`src/hdl/ifse_pkg.sv`:
```
// shared types, byte codes and stuffing helpers for the info frame encoder
package ifse_pkg;

	localparam logic [7:0] FLAG_BYTE  = 8'h7e;
	localparam logic [7:0] ESC_BYTE   = 8'h7d;
	localparam logic [7:0] ESC_FLAG   = 8'h5e;
	localparam logic [7:0] ESC_ESC    = 8'h5d;
	localparam logic [7:0] CTRL_SEQ1  = 8'h40;
	localparam logic [7:0] CTRL_SEQ0  = 8'h00;
	localparam logic [7:0] ADDR_RESET = 8'h03;

	// register byte addresses
	localparam logic [1:0] REG_ADDRESS = 2'd0;

	localparam int unsigned RUN_MAX = 9;

	// one run of output bytes caused by a single input item
	typedef struct packed {
		logic [RUN_MAX-1:0][7:0] bytes;
		logic [3:0]              cnt;
		logic                    closes;
	} run_t;

	// byte that must be escaped on the line
	function automatic logic needs_esc(input logic [7:0] b);
		needs_esc = (b == FLAG_BYTE) || (b == ESC_BYTE);
	endfunction

	// second byte of an escape pair
	function automatic logic [7:0] esc_code(input logic [7:0] b);
		esc_code = (b == FLAG_BYTE) ? ESC_FLAG : ESC_ESC;
	endfunction

endpackage

```
`src/hdl/ifse_build.sv`:
```
// builds the list of framed, stuffed bytes for one payload byte
module ifse_build
	import ifse_pkg::*;
(
	input  logic [7:0] data_byte,
	input  logic       frame_end,
	input  logic       seq_bit,
	input  logic [7:0] address,
	input  logic       in_frame,
	input  logic [7:0] check,
	output run_t       run,
	output logic [7:0] check_next
);

	logic [7:0] ctrl;
	logic [7:0] chk;
	logic [3:0] p;

	// header (frame start), stuffed data, stuffed check and closing flag (frame end) placed in order
	always_comb begin
		run  = '0;
		p    = 4'd0;
		ctrl = seq_bit ? CTRL_SEQ1 : CTRL_SEQ0;
		chk  = (in_frame ? check : 8'h00) ^ data_byte;
		if (!in_frame) begin
			run.bytes[0] = FLAG_BYTE;
			run.bytes[1] = address;
			run.bytes[2] = ctrl;
			run.bytes[3] = address ^ ctrl;
			p = 4'd4;
		end
		if (needs_esc(data_byte)) begin
			run.bytes[p]        = ESC_BYTE;
			run.bytes[p + 4'd1] = esc_code(data_byte);
			p = p + 4'd2;
		end else begin
			run.bytes[p] = data_byte;
			p = p + 4'd1;
		end
		if (frame_end) begin
			if (needs_esc(chk)) begin
				run.bytes[p]        = ESC_BYTE;
				run.bytes[p + 4'd1] = esc_code(chk);
				p = p + 4'd2;
			end else begin
				run.bytes[p] = chk;
				p = p + 4'd1;
			end
			run.bytes[p] = FLAG_BYTE;
			p = p + 4'd1;
		end
		run.cnt    = p;
		run.closes = frame_end;
	end

	assign check_next = frame_end ? 8'h00 : chk;

endmodule

```
`src/hdl/ifse_serial.sv`:
```
// output buffer that hands out one run a byte at a time
module ifse_serial
	import ifse_pkg::*;
(
	input  logic       clk,
	input  logic       arst_n,
	input  logic       run_valid,
	output logic       run_ready,
	input  run_t       run,
	output logic       m_tvalid,
	input  logic       m_tready,
	output logic [7:0] m_tdata,  // out_byte
	output logic       m_tlast,  // run_last
	output logic       m_tuser   // frame_done
);

	logic [RUN_MAX-1:0][7:0] bytes_s2;
	logic [3:0]              cnt_q;
	logic                    closes_q;
	logic                    take;
	logic                    load;

	assign take      = m_tvalid && m_tready;
	assign run_ready = (cnt_q == 4'd0) || (cnt_q == 4'd1 && m_tready);
	assign load      = run_valid && run_ready;

	// remaining count and run flags
	always_ff @(posedge clk or negedge arst_n) begin
		if (!arst_n) begin
			cnt_q    <= 4'd0;
			closes_q <= 1'b0;
		end else if (load) begin
			cnt_q    <= run.cnt;
			closes_q <= run.closes;
		end else if (take) begin
			cnt_q <= cnt_q - 4'd1;
		end
	end

	// byte list, shifted down as each byte leaves
	always_ff @(posedge clk) begin
		if (load) begin
			bytes_s2 <= run.bytes;
		end else if (take) begin
			bytes_s2 <= {8'h00, bytes_s2[RUN_MAX-1:1]};
		end
	end

	assign m_tvalid = (cnt_q != 4'd0);
	assign m_tdata  = bytes_s2[0];
	assign m_tlast  = (cnt_q == 4'd1);
	assign m_tuser  = closes_q && (cnt_q == 4'd1);

endmodule

```
`src/hdl/info_frame_stuffing_encoder_unit.sv`:
```
// top level of the info frame encoder: config register, frame state, run slot
// Each accepted payload byte turns into a run of 1 to 9 output bytes (frame header
// on the first byte of a frame, the byte itself escaped if it is 0x7e or 0x7d, and on
// the last byte the escaped XOR check and a closing flag). The output side moves one
// byte per cycle while m_tready is high; a run has 1 or 2 bytes inside a frame, up to 5
// on the last byte of a longer frame and up to 9 on a one-byte frame. The run is built
// in the cycle the item is accepted and waits in a one-run slot; when the output is idle
// it moves from the slot into the output buffer, which offers its first byte. A new
// item is taken every cycle the slot is free or about to move into the output buffer.
// The address register is read when the first byte of a frame is accepted; write it
// only while the block is idle.
module info_frame_stuffing_encoder_unit
	import ifse_pkg::*;
(
	input  logic        clk,
	input  logic        arst_n,
	input  logic        psel,
	input  logic        penable,
	input  logic        pwrite,
	input  logic [1:0]  paddr,
	input  logic [31:0] pwdata,
	output logic [31:0] prdata,
	output logic        pready,
	input  logic        s_tvalid,
	output logic        s_tready,
	input  logic [7:0]  s_tdata,   // data_byte
	input  logic        s_tlast,   // frame_end
	input  logic        s_tuser,   // seq_bit
	output logic        m_tvalid,
	input  logic        m_tready,
	output logic [7:0]  m_tdata,   // out_byte
	output logic        m_tlast,   // run_last
	output logic        m_tuser    // frame_done
);

	logic [7:0] address_q;
	logic       in_frame_q;
	logic [7:0] check_q;
	logic [7:0] check_next;
	run_t       run;
	run_t       pend_s1;
	logic       pend_valid_q;
	logic       pend_ready;
	logic       s_take;

	// configuration port
	assign pready = 1'b1;
	assign prdata = (paddr == REG_ADDRESS) ? {24'h000000, address_q} : 32'h00000000;

	always_ff @(posedge clk or negedge arst_n) begin
		if (!arst_n) begin
			address_q <= ADDR_RESET;
		end else if (psel && penable && pwrite && pready && paddr == REG_ADDRESS) begin
			address_q <= pwdata[7:0];
		end
	end

	// run builder
	ifse_build u_build (
		.data_byte (s_tdata),
		.frame_end (s_tlast),
		.seq_bit   (s_tuser),
		.address   (address_q),
		.in_frame  (in_frame_q),
		.check     (check_q),
		.run       (run),
		.check_next(check_next)
	);

	assign s_tready = !pend_valid_q || pend_ready;
	assign s_take   = s_tvalid && s_tready;

	// frame state
	always_ff @(posedge clk or negedge arst_n) begin
		if (!arst_n) begin
			in_frame_q <= 1'b0;
			check_q    <= 8'h00;
		end else if (s_take) begin
			in_frame_q <= !s_tlast;
			check_q    <= check_next;
		end
	end

	// one-run slot between builder and output buffer
	always_ff @(posedge clk or negedge arst_n) begin
		if (!arst_n) begin
			pend_valid_q <= 1'b0;
		end else if (s_take) begin
			pend_valid_q <= 1'b1;
		end else if (pend_ready) begin
			pend_valid_q <= 1'b0;
		end
	end

	always_ff @(posedge clk) begin
		if (s_take) begin
			pend_s1 <= run;
		end
	end

	ifse_serial u_serial (
		.clk      (clk),
		.arst_n   (arst_n),
		.run_valid(pend_valid_q),
		.run_ready(pend_ready),
		.run      (pend_s1),
		.m_tvalid (m_tvalid),
		.m_tready (m_tready),
		.m_tdata  (m_tdata),
		.m_tlast  (m_tlast),
		.m_tuser  (m_tuser)
	);

	// closing flag always ends its run
	a_done_is_last: assert property (@(posedge clk) disable iff (!arst_n)
		m_tvalid && m_tuser |-> m_tlast && m_tdata == FLAG_BYTE)
		else $error("frame_done not on a closing flag at end of run");

	// last byte of a frame closes the frame and clears the check
	a_frame_closed: assert property (@(posedge clk) disable iff (!arst_n)
		s_take && s_tlast |=> !in_frame_q && check_q == 8'h00)
		else $error("frame state not cleared after last byte");

	// a built run never exceeds nine bytes and is never empty
	a_run_len: assert property (@(posedge clk) disable iff (!arst_n)
		pend_valid_q |-> pend_s1.cnt != 4'd0 && pend_s1.cnt <= 4'd9)
		else $error("run length out of range");

	// first byte of a frame opens with a flag
	a_open_flag: assert property (@(posedge clk) disable iff (!arst_n)
		s_take && !in_frame_q |=> pend_valid_q && pend_s1.bytes[0] == FLAG_BYTE)
		else $error("frame does not open with a flag");

endmodule
```
`config.mk`:
```
export PLATFORM = sky130hd
export DESIGN_NAME = info_frame_stuffing_encoder_unit
export DESIGN_NICKNAME = d
export VERILOG_FILES = /design/src/hdl/ifse_pkg.sv /design/src/hdl/ifse_build.sv /design/src/hdl/ifse_serial.sv /design/src/hdl/info_frame_stuffing_encoder_unit.sv
export SDC_FILE = /design/constraint.sdc
export NUM_CORES = 1
export LEC_CHECK = 0
export ABC_AREA = 1
export BUFFER_PORTS_ARGS = -buffer_cell sky130_fd_sc_hd__buf_2
export CORE_ASPECT_RATIO = 0.8
export CORE_UTILIZATION = 53
export CTS_CLUSTER_SIZE = 14
export DETAILED_ROUTE_END_ITERATION = 8
export PLACE_DENSITY_LB_ADDON = 0.05
export SLEW_MARGIN = 10
export SYNTH_ARGS = -nofsm -noshare
export SYNTH_HDL_FRONTEND = slang
export SYNTH_SLANG_ARGS = --single-unit
```
`constraint.sdc`:
```
create_clock -name clk -period 4.4 [get_ports clk]
set_input_delay 1.32 -clock clk [delete_from_list [all_inputs] [get_ports clk]]
set_output_delay 1.32 -clock clk [all_outputs]
set_load 0.005 [all_outputs]
```
==> flow_metrics.py <==
metrics = {
    "clock_network": {
        "ctsLongestPathBuffers": 2,
        "clk_pin_slew_worst_paths_ns": 0.07,
        "clock_sinks": 158,
        "cts_hold_buf": 0,
        "cts.repair_timing.setup_buffer_count": 0,
        "clk_latency_ns": 0.43,
        "clockRootBuffer": "sky130_fd_sc_hd__clkbuf_16",
        "post_cts.resized_instances": 0,
        "clock_tree.htree_level_count": 4,
        "clock_tree_from_tritoncts": "built",
        "cts_inserted_buffers": 17,
    },
    "synthesis": {
        "post_synth_most_frequent_cells": "sky130_fd_sc_hd__nand2_1 (330), sky130_fd_sc_hd__edfxtp_1 (135), sky130_fd_sc_hd__inv_1 (70), sky130_fd_sc_hd__nand3_1 (55), sky130_fd_sc_hd__nor2_1 (51)",
        "synth.top_cells.by_area": "sky130_fd_sc_hd__edfxtp_1 (50%), sky130_fd_sc_hd__nand2_1 (15%), sky130_fd_sc_hd__dfrtp_1 (6.5%)",
        "ys.warnings.count": 0,
        "synth_ff_type": "sky130_fd_sc_hd__edfxtp_1",
        "post_synth_instance_area_mm2": 0.00807,
        "synth.distinct_cells": 39,
        "synth.avg_cell_area_um2": 9.05,
        "synth.most_common_cell": "sky130_fd_sc_hd__nand2_1",
        "synthCells": 891,
        "synth_enable_flop_cells": 135,
        "asyncSetResetFlopFracSynth_pct": 14.6,
        "yosysTopAreaCellShare_pct": 50.2,
        "yosys.area.top_type": "sky130_fd_sc_hd__edfxtp_1",
        "yosysSeqAreaShare_pct": 57.4,
        "yosys_register_bits": 158,
    },
    "sta": {
        "grt_setup_unrepaired": "false",
        "timing.fmax_mhz": 286,
        "fin_hold_ws_ns": 0.463,
        "maxSlewViolCount": 0,
        "timing.final.hold_violations": 0,
        "worst_case_headroom_to_the_max_slew_limit_pct": 44.8,
        "layout_worst_path_cycle_share_pct": 79.4,
        "setup_viol": 0,
        "fin_worst_skew_ns": 0.0103,
        "tns_ns": 0,
        "smallest_setup_slack_after_layout_ns": 0.908,
        "worst_pin_slew_ns": 0.828,
        "fin_crit_ns": 3.49,
    },
    "routing": {
        "postRouteAntennaNets": 0,
        "postRouteWirelength_mm": 20.5,
        "routed_wire_length_per_instance_um": 18.2,
        "drt_first_pass_iters": 6,
        "drt_iter0_markers": 707,
        "via_count_normalized_by_instance_count": 5.42,
        "remaining_drc_errors": 0,
        "routed-via-count": 6118,
    },
    "floorplan": {
        "io-pin-count": 96,
        "starting_density_of_the_core_pct": 55.3,
        "design.die.area_mm2": 0.0157,
        "die_width_um": 140,
        "floorplan.die.height_um": 112,
        "rows": 39,
        "coreArea_mm2": 0.0146,
    },
    "power_and_ir_drop": {
        "clockPowerShare_pct": 25.0,
        "power.internal_mw": 3.93,
        "leakage_nw": 4.03,
        "p_sw_share_pct": 36.3,
        "power.density_cell_area_mw_per_mm2": 685,
        "power.share.combinational_pct": 31.1,
        "power.ir.vdd_worst_mv": 0.298,
        "p_seq_share_pct": 43.8,
        "net-switching-power_mw": 2.23,
        "totalPowerFinal_mw": 6.16,
    },
    "flow_run": {
        "timing.max_cap.violations": 0,
    },
    "setup_path": {
        "worst_setup_path_category": "input port to register",
        "worst_ep_required_time_ns": 4.62,
        "crit_path_start_kind": "input port",
        "critPathArrivalTime_ns": 3.71,
        "timing.critical_path.to_type": "register",
        "path_max_fanout": 8,
    },
    "grt": {
        "use_met3_pct": 5.72,
        "pin_count_of_the_biggest_net_entering_global_routing": 69,
        "grt_util_met1_pct": 40.8,
        "residual_overflow_from_global_routing": 0,
        "vias_in_the_first_global_route": 5674,
        "grt_usage_pct": 27.6,
        "grtUsageMet2_pct": 41.3,
        "grt_first_pass_wirelength_mm": 31.8,
        "grt_busiest_layer": "met2",
        "grt_antenna_before_repair": 0,
    },
    "place": {
        "port-buffer-count": 46,
        "weighted_congestion_reported_at_the_end_of_routability_driven_placement": 0.938,
        "place_ws_ns": 0.557,
        "dp_hpwl_mm": 14.6,
    },
    "hold_path": {
        "hp-class": "register to register",
    },
    "finish": {
        "n_antenna_cell": 0,
        "synthToLayoutAreaGrowth_pct": 11.5,
        "drive_above_1_share_pct": 13.3,
        "nets": 996,
    },
    "outcome": {
        "status": "finished clean",
    },
}
[routing by layer]
layer | vias up | share of wire, %
met1 | 2892 | 47
li1 | 2976 | -
met3 | 22 | 7.3
met2 | 228 | 44
met5 | - | 0
met4 | 0 | 1.5
[power by group through the flow]
stage	Sequential, mW	Clock [mW]	Combinational (mW)
2_1_floorplan	2.68	0	1.36
6_report	2.70	1.54	1.92
5_1_grt	2.76	1.63	2.14
4_1_cts	2.70	1.56	1.91
3_5_place_dp	2.73	0	1.91
3_3_place_gp	2.72	0	1.87
[worst paths after layout]
check	start	endpoint	slack, ns	cells past startpoint
max in group asynchronous	arst_n	address_q[1]$_DFFE_PN1P_	3.17	1
worst max-delay path	s_tdata[3]	pend_s1[4]$_SDFFCE_PN0P_	0.91	13
worst min register to register	pend_s1[0]$_DFFE_PP_	u_serial.closes_q$_DFFE_PN0P_	0.46	2
worst max register to register	in_frame_q$_DFFE_PN0P_	pend_s1[4]$_SDFFCE_PN0P_	1.03	12
min in group asynchronous	arst_n	check_q[5]$_DFFE_PN0P_	0.86	1
worst min-delay path	pend_s1[0]$_DFFE_PP_	u_serial.closes_q$_DFFE_PN0P_	0.46	2
[critical path, stage by stage]
cell                      delay [ns]
sky130_fd_sc_hd__buf_2          0.16
sky130_fd_sc_hd__inv_1          0.09
sky130_fd_sc_hd__nand2_1        0.07
sky130_fd_sc_hd__nand2_1        0.29
sky130_fd_sc_hd__inv_1          0.29
sky130_fd_sc_hd__nand2_1        0.09
sky130_fd_sc_hd__nor2_1         0.16
sky130_fd_sc_hd__o21ai_2        0.11
sky130_fd_sc_hd__ha_1           0.46
sky130_fd_sc_hd__inv_1          0.11
sky130_fd_sc_hd__nor2_1         0.14
sky130_fd_sc_hd__nand3_1        0.10
sky130_fd_sc_hd__a21oi_1        0.32
[final cells by class]
type,instances,area (um2)
Clock buffer,17,425
Clock inverter,15,195
Fill cell,1238,5590
Inverter,76,285
Multi-Input combinational cell,617,2870
Sequential cell,158,4630
Tap cell,184,230
Timing Repair Buffer,61,355
[per-stage QoR]
step	util [%]	std cells	instance area, um2
after floorplan	-	914	8160
after global placement	57.4	1096	8380
after detailed placement	57.4	1096	8380
after CTS	61.7	1128	9000
after global routing	61.7	1128	9000
final	61.7	1128	9000
[flip-flops by register name, summed over array words and instances, names as in the netlist]
signal,cells
check_q,8
u_serial.bytes_s2,57
u_serial.m_tdata,8
pend_valid_q,1
pend_s1,70
u_serial.closes_q,1
in_frame_q,1
u_serial.cnt_q,4
address_q,8
[cells by family (layout without fill, tap and decap cells)]
logic type               count (synthesis)  in the layout  share of synthesized area (%)
AND/OR/NAND/NOR                        471            471                           24.6
flip-flops                             158            158                           57.4
buffers and inverters                  139            169                           8.20
AO/OA/AOI/OAI                          105            105                           7.35
adder cells (fa/ha/maj)                 14             14                           2.17
other                                    2             25                         0.0931
XOR/XNOR                                 2              2                          0.217
[placed cells by master, fill, tap and decap left out, drive strengths merged]
master and n:
a31oi 1, nand2 343, nand4 9, o21ai 44
o211ai 12, nand3 59, conb 25, nor2 54
dfstp 2, a22oi 2, ha 14, xnor2 1
clkbuf 17, clkinvlp 1, o221ai 1, edfxtp 135
nor3 5, nor4 1, buf 61, o21bai 2
a21oi 42, xor2 1, inv 84, clkinv 4
o32ai 1, dfrtp 21, bufinv 2
Note: power is estimated with default switching activity, not from simulation.
